--- config.mk ---
export PLATFORM = sky130hd
export DESIGN_NAME = utf8_validating_decoder
export DESIGN_NICKNAME = d
export VERILOG_FILES = /design/src/rtl/utf8vd_pkg.sv /design/src/rtl/utf8_validating_decoder.sv /design/src/rtl/utf8vd_front.sv /design/src/rtl/utf8vd_queue.sv /design/src/rtl/utf8vd_back.sv
export SDC_FILE = /design/constraint.sdc
export NUM_CORES = 1
export LEC_CHECK = 0
export CAP_MARGIN = 20
export CELL_PAD_IN_SITES_DETAIL_PLACEMENT = 0
export CELL_PAD_IN_SITES_GLOBAL_PLACEMENT = 1
export CORE_MARGIN = 5
export CORE_UTILIZATION = 49
export DETAILED_ROUTE_END_ITERATION = 16
export DONT_BUFFER_PORTS = 1
export GPL_TIMING_DRIVEN = 0
export PLACE_DENSITY_LB_ADDON = 0.3
export SYNTH_ARGS = -nofsm -noshare
export SYNTH_HDL_FRONTEND = slang
export SYNTH_HIERARCHICAL = 1
export SYNTH_SLANG_ARGS = --single-unit
--- constraint.sdc ---
create_clock -name clk -period 4.2 [get_ports clk]
set_clock_uncertainty 0.15 [all_clocks]
set_input_delay 0.42 -clock clk [delete_from_list [all_inputs] [get_ports clk]]
set_output_delay 0.42 -clock clk [all_outputs]
set_load 0.01 [all_outputs]
--- src/rtl/utf8vd_pkg.sv ---
// shared types and constants for the utf-8 validating decoder
// no dependencies; imported by every rtl module of the block
package utf8vd_pkg;

  localparam int POS_W     = 16;
  localparam int CP_W      = 21;
  localparam int Q_DEPTH   = 4;
  localparam int Q_PTR_W   = $clog2(Q_DEPTH);
  localparam int Q_CNT_W   = $clog2(Q_DEPTH + 1);
  localparam int OUT_W     = 40;

  localparam logic [1:0] KIND_VALID   = 2'd0;
  localparam logic [1:0] KIND_INVALID = 2'd1;
  localparam logic [1:0] KIND_TRUNC   = 2'd2;

  // one byte's worth of results: a run of invalid bytes, then an optional
  // single result, then an optional truncation error
  typedef struct packed {
    logic [2:0]       nerr;
    logic [POS_W-1:0] err_base;
    logic             has_single;
    logic [1:0]       single_kind;
    logic [CP_W-1:0]  single_cp;
    logic [POS_W-1:0] single_pos;
    logic             has_trunc;
    logic [POS_W-1:0] trunc_pos;
    logic             eos;
  } job_t;

endpackage

--- src/rtl/utf8_validating_decoder.sv ---
// top level of the streaming utf-8 validating decoder
// depends on utf8vd_pkg, utf8vd_front, utf8vd_queue, utf8vd_back
//
//  channel   dir  beat contents
//  s_axis    in   tdata[7:0] in_byte, tlast end_of_string
//  m_axis    out  tdata kind/code_point/start_pos, tlast last
//
// bytes are taken one per cycle while the job queue is not full; the back
// end sends one result beat per cycle while m_axis_tready is high. each
// accepted byte yields 0 to 4 result beats, so one-result bytes sustain
// one byte per cycle. a four-entry job queue parts the byte side from the
// result side, so either may stall without holding the other at once.
// reset is synchronous: positions restart at zero and no sequence is open.
// the end_of_string beat also returns the decoder to its reset state.
module utf8_validating_decoder (
  input  logic        clk,
  input  logic        rst,
  input  logic        s_axis_tvalid,
  output logic        s_axis_tready,
  input  logic [7:0]  s_axis_tdata,   // [7:0] in_byte
  input  logic        s_axis_tlast,   // end_of_string
  output logic        m_axis_tvalid,
  input  logic        m_axis_tready,
  output logic [utf8vd_pkg::OUT_W-1:0] m_axis_tdata,
  // [1:0] kind, [22:2] code_point, [38:23] start_pos, [39] zero
  output logic        m_axis_tlast    // last
);
  import utf8vd_pkg::*;

  logic             accept;
  logic             q_full;
  logic             q_push;
  job_t             q_in_job;
  logic             q_pop;
  logic             q_head_valid;
  job_t             q_head_job;
  logic [1:0]       res_kind;
  logic [CP_W-1:0]  res_cp;
  logic [POS_W-1:0] res_pos;

  // byte side only waits on queue space
  assign s_axis_tready = !q_full;
  assign accept        = s_axis_tvalid && s_axis_tready;

  utf8vd_front u_front (
    .clk     (clk),
    .rst     (rst),
    .accept  (accept),
    .in_byte (s_axis_tdata),
    .in_eos  (s_axis_tlast),
    .push    (q_push),
    .job     (q_in_job)
  );

  utf8vd_queue u_queue (
    .clk        (clk),
    .rst        (rst),
    .push       (q_push),
    .push_job   (q_in_job),
    .full       (q_full),
    .pop        (q_pop),
    .head_valid (q_head_valid),
    .head_job   (q_head_job)
  );

  utf8vd_back u_back (
    .clk        (clk),
    .rst        (rst),
    .head_valid (q_head_valid),
    .head_job   (q_head_job),
    .pop        (q_pop),
    .out_valid  (m_axis_tvalid),
    .out_ready  (m_axis_tready),
    .out_kind   (res_kind),
    .out_cp     (res_cp),
    .out_pos    (res_pos),
    .out_last   (m_axis_tlast)
  );

  // pack result fields from the lowest bit up, padded to whole bytes
  assign m_axis_tdata = {1'b0, res_pos, res_cp, res_kind};

endmodule

--- src/rtl/utf8vd_front.sv ---
// front end: tracks the open sequence and classifies each byte into a job
// depends on utf8vd_pkg
module utf8vd_front (
  input  logic                clk,
  input  logic                rst,
  input  logic                accept,
  input  logic [7:0]          in_byte,
  input  logic                in_eos,
  output logic                push,
  output utf8vd_pkg::job_t    job
);
  import utf8vd_pkg::*;

  logic [POS_W-1:0] pos, pos_next;
  logic [POS_W-1:0] seq_start, seq_start_next;
  logic [CP_W-1:0]  pv, pv_next;
  logic [2:0]       exp_len, exp_len_next;
  logic [2:0]       seen, seen_next;

  logic             is_cont;
  logic             as_lead;
  logic [CP_W-1:0]  pv_shift;
  logic [2:0]       seen_inc;
  logic             value_ok;

  assign is_cont  = (in_byte[7:6] == 2'b10);
  assign pv_shift = {pv[CP_W-7:0], in_byte[5:0]};
  assign seen_inc = seen + 3'd1;

  always_comb begin
    value_ok = 1'b1;
    if (pv_shift > 21'h10FFFF) value_ok = 1'b0;
    if (pv_shift >= 21'h00D800 && pv_shift <= 21'h00DFFF) value_ok = 1'b0;
    if (exp_len == 3'd2 && pv_shift < 21'h000080) value_ok = 1'b0;
    if (exp_len == 3'd3 && pv_shift < 21'h000800) value_ok = 1'b0;
    if (exp_len == 3'd4 && pv_shift < 21'h010000) value_ok = 1'b0;
  end

  always_comb begin
    job            = '0;
    job.eos        = in_eos;
    as_lead        = 1'b1;
    pos_next       = pos + POS_W'(1);
    seq_start_next = seq_start;
    pv_next        = pv;
    exp_len_next   = exp_len;
    seen_next      = seen;

    if (exp_len != 3'd0) begin
      if (is_cont) begin
        as_lead   = 1'b0;
        pv_next   = pv_shift;
        seen_next = seen_inc;
        if (seen_inc >= exp_len) begin
          if (value_ok) begin
            job.has_single  = 1'b1;
            job.single_kind = KIND_VALID;
            job.single_cp   = pv_shift;
            job.single_pos  = seq_start;
          end else begin
            job.nerr     = exp_len;
            job.err_base = seq_start;
          end
          exp_len_next = 3'd0;
          seen_next    = 3'd0;
          pv_next      = '0;
        end
      end else begin
        // broken sequence: one error per byte so far, byte re-read as a lead
        job.nerr     = seen;
        job.err_base = seq_start;
        exp_len_next = 3'd0;
        seen_next    = 3'd0;
        pv_next      = '0;
      end
    end

    if (as_lead) begin
      if (in_byte[7] == 1'b0) begin
        job.has_single  = 1'b1;
        job.single_kind = KIND_VALID;
        job.single_cp   = CP_W'(in_byte);
        job.single_pos  = pos;
      end else if (in_byte[7:5] == 3'b110) begin
        seq_start_next = pos;
        pv_next        = CP_W'(in_byte[4:0]);
        exp_len_next   = 3'd2;
        seen_next      = 3'd1;
      end else if (in_byte[7:4] == 4'b1110) begin
        seq_start_next = pos;
        pv_next        = CP_W'(in_byte[3:0]);
        exp_len_next   = 3'd3;
        seen_next      = 3'd1;
      end else if (in_byte[7:3] == 5'b11110) begin
        seq_start_next = pos;
        pv_next        = CP_W'(in_byte[2:0]);
        exp_len_next   = 3'd4;
        seen_next      = 3'd1;
      end else begin
        job.has_single  = 1'b1;
        job.single_kind = KIND_INVALID;
        job.single_pos  = pos;
      end
    end

    if (in_eos) begin
      if (exp_len_next != 3'd0) begin
        job.has_trunc = 1'b1;
        job.trunc_pos = seq_start_next;
      end
      pos_next       = '0;
      seq_start_next = '0;
      pv_next        = '0;
      exp_len_next   = 3'd0;
      seen_next      = 3'd0;
    end
  end

  assign push = accept && ((job.nerr != 3'd0) || job.has_single || job.has_trunc);

  always_ff @(posedge clk) begin
    if (rst) begin
      pos       <= '0;
      seq_start <= '0;
      pv        <= '0;
      exp_len   <= 3'd0;
      seen      <= 3'd0;
    end else if (accept) begin
      pos       <= pos_next;
      seq_start <= seq_start_next;
      pv        <= pv_next;
      exp_len   <= exp_len_next;
      seen      <= seen_next;
    end
  end

  // no sequence open means nothing counted
  a_idle_clear: assert property (@(posedge clk) disable iff (rst)
    (exp_len == 3'd0) |-> (seen == 3'd0))
    else $error("bytes counted with no open sequence");

  // an open sequence is never complete between bytes
  a_seen_below: assert property (@(posedge clk) disable iff (rst)
    (exp_len != 3'd0) |-> (seen < exp_len && seen != 3'd0))
    else $error("open sequence count out of range");

  // a string end always yields at least one result
  a_eos_push: assert property (@(posedge clk) disable iff (rst)
    (accept && in_eos) |-> push)
    else $error("end of string produced no result");

endmodule

--- src/rtl/utf8vd_queue.sv ---
// short job queue between front and back ends
// depends on utf8vd_pkg
module utf8vd_queue (
  input  logic                clk,
  input  logic                rst,
  input  logic                push,
  input  utf8vd_pkg::job_t    push_job,
  output logic                full,
  input  logic                pop,
  output logic                head_valid,
  output utf8vd_pkg::job_t    head_job
);
  import utf8vd_pkg::*;

  job_t               slots [Q_DEPTH];
  logic [Q_PTR_W-1:0] wr_ptr;
  logic [Q_PTR_W-1:0] rd_ptr;
  logic [Q_CNT_W-1:0] count;

  assign full       = (count == Q_CNT_W'(Q_DEPTH));
  assign head_valid = (count != '0);
  assign head_job   = slots[rd_ptr];

  always_ff @(posedge clk) begin
    if (push) begin
      slots[wr_ptr] <= push_job;
    end
  end

  always_ff @(posedge clk) begin
    if (rst) begin
      wr_ptr <= '0;
      rd_ptr <= '0;
      count  <= '0;
    end else begin
      if (push) wr_ptr <= wr_ptr + Q_PTR_W'(1);
      if (pop)  rd_ptr <= rd_ptr + Q_PTR_W'(1);
      case ({push, pop})
        2'b10:   count <= count + Q_CNT_W'(1);
        2'b01:   count <= count - Q_CNT_W'(1);
        default: count <= count;
      endcase
    end
  end

  a_no_overflow: assert property (@(posedge clk) disable iff (rst)
    !(push && full && !pop))
    else $error("job queue overflow");

  a_no_underflow: assert property (@(posedge clk) disable iff (rst)
    pop |-> head_valid)
    else $error("job queue underflow");

endmodule

--- src/rtl/utf8vd_back.sv ---
// back end: expands each job into result beats behind an output register
// depends on utf8vd_pkg
module utf8vd_back (
  input  logic                         clk,
  input  logic                         rst,
  input  logic                         head_valid,
  input  utf8vd_pkg::job_t             head_job,
  output logic                         pop,
  output logic                         out_valid,
  input  logic                         out_ready,
  output logic [1:0]                   out_kind,
  output logic [utf8vd_pkg::CP_W-1:0]  out_cp,
  output logic [utf8vd_pkg::POS_W-1:0] out_pos,
  output logic                         out_last
);
  import utf8vd_pkg::*;

  logic [2:0]       idx;
  logic [2:0]       total;
  logic             load;
  logic             final_beat;
  logic [1:0]       kind_next;
  logic [CP_W-1:0]  cp_next;
  logic [POS_W-1:0] pos_next;

  assign total = head_job.nerr + {2'b00, head_job.has_single}
                 + {2'b00, head_job.has_trunc};
  assign load       = head_valid && (!out_valid || out_ready);
  assign final_beat = (idx == total - 3'd1);
  assign pop        = load && final_beat;

  always_comb begin
    if (idx < head_job.nerr) begin
      kind_next = KIND_INVALID;
      cp_next   = '0;
      pos_next  = head_job.err_base + POS_W'(idx);
    end else if (idx == head_job.nerr && head_job.has_single) begin
      kind_next = head_job.single_kind;
      cp_next   = head_job.single_cp;
      pos_next  = head_job.single_pos;
    end else begin
      kind_next = KIND_TRUNC;
      cp_next   = '0;
      pos_next  = head_job.trunc_pos;
    end
  end

  always_ff @(posedge clk) begin
    if (rst) begin
      out_valid <= 1'b0;
      idx       <= 3'd0;
    end else begin
      if (load) begin
        out_valid <= 1'b1;
        idx       <= final_beat ? 3'd0 : idx + 3'd1;
      end else if (out_ready) begin
        out_valid <= 1'b0;
      end
    end
  end

  always_ff @(posedge clk) begin
    if (load) begin
      out_kind <= kind_next;
      out_cp   <= cp_next;
      out_pos  <= pos_next;
      out_last <= head_job.eos && final_beat;
    end
  end

  a_job_nonempty: assert property (@(posedge clk) disable iff (rst)
    head_valid |-> (total != 3'd0 && total <= 3'd4))
    else $error("queued job with bad result count");

  a_idx_range: assert property (@(posedge clk) disable iff (rst)
    head_valid |-> (idx < total))
    else $error("result index beyond job");

  a_idx_rest: assert property (@(posedge clk) disable iff (rst)
    !head_valid |-> (idx == 3'd0))
    else $error("result index left mid-job with queue empty");

endmodule
**Yosys cells after proc, flatten, opt, wreduce, memory -nomap -nowiden**

Memories as Yosys holds them, arrays and structs flattened. A register that Yosys moved wholly into a read port is not among the register bits.
Cells that the tools add are included.

- Register bits after elaboration: 110
- Bits in writable memories: 308
- Output and inout bits: 43
- Logic and storage cells: 139
- Memories kept: 1

- $add $sub $neg: 11
- Magnitude comparators: 8
- Equal/unequal tests: 12
- Multiplexer cells: 70
- Bitwise gates (word level): 1
- Reduce and logical (&&, ||, !) cells: 22

Memory list:

| memory | depth | bits a word | read ports | clocked after Yosys merged registers in | wr ports | line | RTL |
|---|---|---|---|---|---|---|---|
| u_queue.slots | 4 | 77 | 1 | 1 | 1 | utf8vd_queue.sv:15 | `job_t slots [Q_DEPTH];` |

Operators by type and width:

| cell | count |
|---|---|
| $mux 21 | 10 |
| $mux 16 | 13 |
| $mux 40 | 3 |
| $mux 59 | 2 |
| $mux 3 | 23 |
| $mux 19 | 2 |
| $mux 17 | 2 |
| $ge 21x16->1 const B | 1 |
| $gt 21x21->1 const B | 1 |
| $le 21x16->1 const B | 1 |
| $lt 21x12->1 const B | 1 |
| $lt 21x17->1 const B | 1 |
| $lt 21x8->1 const B | 1 |
| $add 16x1->16 const B | 1 |
| $add 16x3->16 | 1 |
| $reduce_bool 3->1 | 4 |
| $mux 1 | 11 |
| $logic_and 1x1->1 | 10 |
| $add 3x1->3 const B | 3 |
| $eq 3x3->1 const B | 3 |
| $add 3x1->3 | 2 |
| $eq 3x2->1 const B | 2 |
| $eq 3x3->1 | 2 |
| $mux 2 | 3 |
| 14 further kinds | 21 |

**Logic depth before layout (Yosys ltp)**

- Depth after elaboration: 20
- Gate-level depth with buffers: 18

**Hierarchy**

Netlist, hierarchy kept.

By module, submodules not included:

| module | times used | cells an instance | area an instance (µm²) | sequential area each (µm²) |
|---|---|---|---|---|
| utf8vd_queue | 1 | 446 | 11,571.1 | 9,429.0 |
| utf8vd_front | 1 | 400 | 3,185.6 | 1,061.0 |
| utf8vd_back | 1 | 207 | 2,444.8 | 1,281.2 |
| utf8_validating_decoder | 1 | 4 | 21.3 | 0.0 |

**Worst setup path before layout**

No wires, ideal clock.

- Path type: reg-to-reg
- Start: register u_front.seen[0]
- End: memory u_queue/slots[0][0] in the netlist's numbering, enable pin
- Setup time: 443 ps
- Arrival time: 3,779 ps
- Path slack: -173 ps
- Stages on the path, launching flop included: 10
- Buffers on the path: 0
- Path through: dfxtp_1 ha_1 xor2_1 ha_1 nand2_1 o21ai_2 nand3_1 a21oi_1 o31a_1 and2_1

- Word-level cells in the longest chain between the ends: 17

RTL lines:

| item | line | RTL |
|---|---|---|
| from (decl) | utf8vd_front.sv:18 | `logic [2:0] seen, seen_next;` |
| from (signal assigned) | utf8vd_front.sv:133 | `seen <= seen_next;` |
| $add 3x1->3 | utf8vd_front.sv:28 | `assign seen_inc = seen + 3'd1;` |
| $ge 3x3->1 | utf8vd_front.sv:54 | `if (seen_inc >= exp_len) begin` |
| $mux 3 | utf8vd_front.sv:54 |  |
| $mux 3 | utf8vd_front.sv:50 | `if (is_cont) begin` |
| $mux 3 | utf8vd_front.sv:49 | `if (exp_len != 3'd0) begin` |
| $mux 3 | utf8vd_front.sv:94 | `end else if (in_byte[7:3] == 5'b11110) begin` |
| $mux 3 | utf8vd_front.sv:89 | `end else if (in_byte[7:4] == 4'b1110) begin` |
| $mux 3 | utf8vd_front.sv:84 | `end else if (in_byte[7:5] == 3'b110) begin` |
| (+2 left out) | -- |  |
| $reduce_bool 3->1 | utf8vd_front.sv:107 | `if (exp_len_next != 3'd0) begin` |
| $mux 17 | utf8vd_front.sv:107 |  |
| $mux 17 | utf8vd_front.sv:106 | `if (in_eos) begin` |
| $logic_or 1x1->1 (*) | utf8vd_front.sv:119 | `assign push = accept && ((job.nerr != 3'd0) \|\| job.has_single \|\| job.has_trunc);` |
| $logic_and 1x1->1 (*) | utf8vd_front.sv:119 |  |
| via q_push | utf8_validating_decoder.sv:32 | `logic q_push;` |
| $mux 1 (*) | utf8vd_queue.sv:25 | `if (push) begin` |
| $mux 1 (not written as such) (*) | utf8vd_queue.sv:26 | `slots[wr_ptr] <= push_job;` |
| to (decl) | utf8vd_queue.sv:15 |  |

The timed path passes the listed nets; every way through them passes the cells marked *.

==> out/qor.tcl <==
set qor(worstReg2RegEnd) {u_queue/count[2]}
set qor(design.final.nets) 1159
set qor(row_count) 68
set qor(synth_cells) 1057
set qor(finalMaxSlewViolations) 0
set qor(first_pass_grt_wire_length_um) 56090
set qor(reg2regPathDepth) 18
set qor(cts.root.buffer_cell) {sky130_fd_sc_hd__clkbuf_16}
set qor(synth.top_cell.area_share) 0.6068
set qor(run_status) {complete, no violations}
set qor(power.ir.vdd_worst_uv) 541.9
set qor(synth_most_common_cell) {sky130_fd_sc_hd__edfxtp_1}
set qor(most_numerous_cell_on_the_critical_path) {sky130_fd_sc_hd__inv_1}
set qor(critPathRequiredTime_ns) 4.54
set qor(drt-initial-drc-count) 769
set qor(layout_cell_share_with_drive_strength_beyond_1) 0.1901
set qor(grt_overflow_total) 0
set qor(min_delay_path_depth) 3
set qor(postSynthRegisterBits) 414
set qor(port_buffers) 0
set qor(synth_net_count) 1092
set qor(grt_setup_unrepaired) {no}
set qor(gp_congestion) 0.8019
set qor(timing.max_slew.rel_slack) 0.3634
set qor(leakage_nw) 6.539
set qor(min_from) {s_axis_tdata[5]}
set qor(worstPathCellList) {buf_6 > buf_16 > mux4_2 > inv_1 > ha_1 > inv_1 > ha_1 > inv_1 > fa_2 > xor2_2 > xnor2_2 > nor3_4 > buf_12 > ha_2 > fa_1 > xnor2_1 > or3_1 > a21oi_1}
set qor(dieArea_mm2) 0.03900
set qor(synth_warnings) 6
set qor(clock_tree_from_tritoncts) {done}
set qor(netlist_top_cells_area) {sky130_fd_sc_hd__edfxtp_1 (61%), sky130_fd_sc_hd__mux4_2 (10%), sky130_fd_sc_hd__dfxtp_1 (7.7%)}
set qor(critical-path-max-stage-delay_ns) 0.51
set qor(final_core_util) 0.5630
set qor(synth_async_sr_flop_share) 0
set qor(worstSkewPairLatency_ns) 0.56
set qor(period_minus_slack_ns) 4.060
set qor(grt_util_all_layers) 0.1891
set qor(min-delay-path-class) {primary input to flop}
set qor(vias_per_cell) 5.736
set qor(critical_path.max_fanout) 5
set qor(initial_core_util) 0.4974
set qor(synth.yosys.seq_area_share) 0.6835
set qor(grt_max_degree) 59
set qor(ant_nets) 0
set qor(number_of_enable_flip_flop_cells_after_synthesis) 348
set qor(timing.reg2reg.setup_slack_ns) 0.14
set qor(yosysUniqueCellTypes) 70
set qor(route.vias.total) 9247
set qor(number_of_inserted_diodes) 0
set qor(ios) 56
set qor(hold-path-endpoint) {u_front/exp_len[0]}
set qor(ys.flop_type) {sky130_fd_sc_hd__edfxtp_1}
set qor(maximum_root_to_sink_buffer_count) 3
set qor(dieHeight_um) 197.5
set qor(finish_stage_setup_viols) 0
set qor(powerDensity_mw_per_mm2) 573.6
set qor(cp_data_arrival_time_ns) 4.40
set qor(via_count_of_the_first_global_routing_pass) 9248
set qor(cp-end-kind) {flop}
set qor(ys_top_cells_by_count) {sky130_fd_sc_hd__edfxtp_1 (348), sky130_fd_sc_hd__mux4_2 (77), sky130_fd_sc_hd__dfxtp_1 (66)}
set qor(area_growth_pct) 13.19
set qor(synth.largest_area_cell) {sky130_fd_sc_hd__edfxtp_1}
set qor(final_hold_viol_count) 0
set qor(route.final.wire_length_um) 36400
set qor(clock-sinks) 414
set qor(die_x_um) 197.5
set qor(post-dp-hpwl_um) 24000
set qor(postSynthAreaPerCell_um2) 16.29
set qor(finalSetupTns_ns) 0
set qor(worstMarginPinSlew_ns) 0.9535
set qor(drt_pass1_iterations) 5
set qor(fp.coreArea_mm2) 0.03463
set qor(crit_type) {flop to flop}
set qor(maxCapViolations) 0
set qor(routedWlPerCell_um) 22.58
set qor(h-tree-depth) 2
set qor(cts-buffers-inserted) 43
set qor(initial_antenna_violation_count) 0
set qor(mappedNetlistArea_mm2) 0.01722
set qor(drc_errors) 0
set qor(max_freq_ghz) 0.2463
set qor(fin_crit_sh) 0.9668
set qor(crit_slowest_cell) {sky130_fd_sc_hd__mux4_2}
set qor(path_clk_slew_ns) 0.06
set qor(timing.critical_path.from_type) {flop}
[per-stage QoR]
stage | hold WS [ns] | power (mW) | setup WS, ns | instance area [um^2] | std cells
3_3_place_gp | 0.3304 | 7.511 | -0.6851 | 17800 | 1512
4_1_cts | 0.001703 | 11.23 | 0.001651 | 19410 | 1607
6_report | 0.02735 | 11.18 | 0.1396 | 19490 | 1612
2_1_floorplan | 0.3114 | 6.897 | 0.2135 | 17230 | 1057
3_5_place_dp | 0.3362 | 7.553 | -0.7476 | 17910 | 1516
5_1_grt | 0.02562 | 11.67 | 0.008798 | 19490 | 1612
[routing by layer]
metal  global-route usage  wire (um)  vias to the layer above
met5                    0          0                        -
met4              0.04879        706                        0
met3              0.03684       2399                       53
met2               0.2861      16780                      282
met1               0.2856      16510                     4665
li1                     -          -                     4247
[timing repair]
action                                  4_1_cts  5_1_grt
pin swaps                                     1        2
setup buffers                                 5        5
hold buffers                                  9        0
endpoints found under the hold margin        17        0
endpoints found under the setup margin        7        2
gates resized for setup                      11       13
[placed cells by master, fill, tap and decap left out, types with 24 or more instances in the layout]
master / n
sky130_fd_sc_hd__dfxtp_1: 66
sky130_fd_sc_hd__a21oi_1: 38
sky130_fd_sc_hd__clkbuf_1: 32
sky130_fd_sc_hd__nand2_1: 55
sky130_fd_sc_hd__inv_1: 24
sky130_fd_sc_hd__nor2_1: 60
sky130_fd_sc_hd__and2_1: 35
sky130_fd_sc_hd__a22oi_1: 27
sky130_fd_sc_hd__clkbuf_16: 45
sky130_fd_sc_hd__mux4_2: 77
sky130_fd_sc_hd__edfxtp_1: 348
sky130_fd_sc_hd__and3_1: 25
[worst max-delay path, delay by kind of cell (launching register included)]
family / cells / cell delay, ns
AOI/OAI and AO/OA: 1 / 0.14
xor gates and xnor gates: 3 / 0.54
adders and majority gates: 5 / 1.33
buffers and inverters: 6 / 0.62
DFF: 1 / 0.32
muxes: 1 / 0.51
and+or+nand+nor: 2 / 0.37
[sequential cells by signal (all words and copies together) (netlist names), named ones only]
register           cells
u_back/idx             3
u_back/out_last        1
u_back/out_valid       1
u_front/pos           16
u_front/pv            15
u_front/exp_len        3
u_queue/slots        308
u_front/seen           3
u_front/seq_start     16
u_back/out_pos        16
u_queue/rd_ptr         2
u_queue/count          3
u_back/out_cp         21
u_queue/wr_ptr         2
u_back/out_kind        2
[layout make-up]
cell class                 instances  area [um^2]
buffer                            57        409.1
multi-input combinational        558         5021
inverter                          27        101.3
tap                              455        569.3
timing repair buffer              23        300.3
fill                            2643        15130
clock inverter                    22        145.1
sequential                       414        11770
clock buffer                      56         1177
[cells by family after synthesis]
kind of cell,synth area share
multiplexers,0.1141
flip-flops,0.6835
adder cells (fa/ha/maj),0.01729
other,0.0004361
buffers and inverters,0.02753
AND/OR/NAND/NOR,0.07832
XOR/XNOR,0.01780
AO/OA/AOI/OAI,0.06110
[report_power, final]
group          leakage [nW]  internal (mW)  switching [mW]
logic                  2.09          0.987            1.33
registers              3.81           5.03           0.260
clock network         0.640           2.04            1.54
[worst max-delay path by stage]
| stage | to | cells after the start | slack [ns] |
|---|---|---|---|
| floorplan | u_queue/count[2] | 18 | 0.21 |
| global placement | u_queue/count[2] | 18 | -0.69 |
| detailed placement | u_queue/count[2] | 18 | -0.75 |
| CTS | u_queue/count[2] | 17 | 0.002 |
| global route | u_queue/count[2] | 18 | 0.009 |
| finish | u_queue/count[2] | 18 | 0.14 |
No activity file was read; power rests on OpenSTA's default activity.
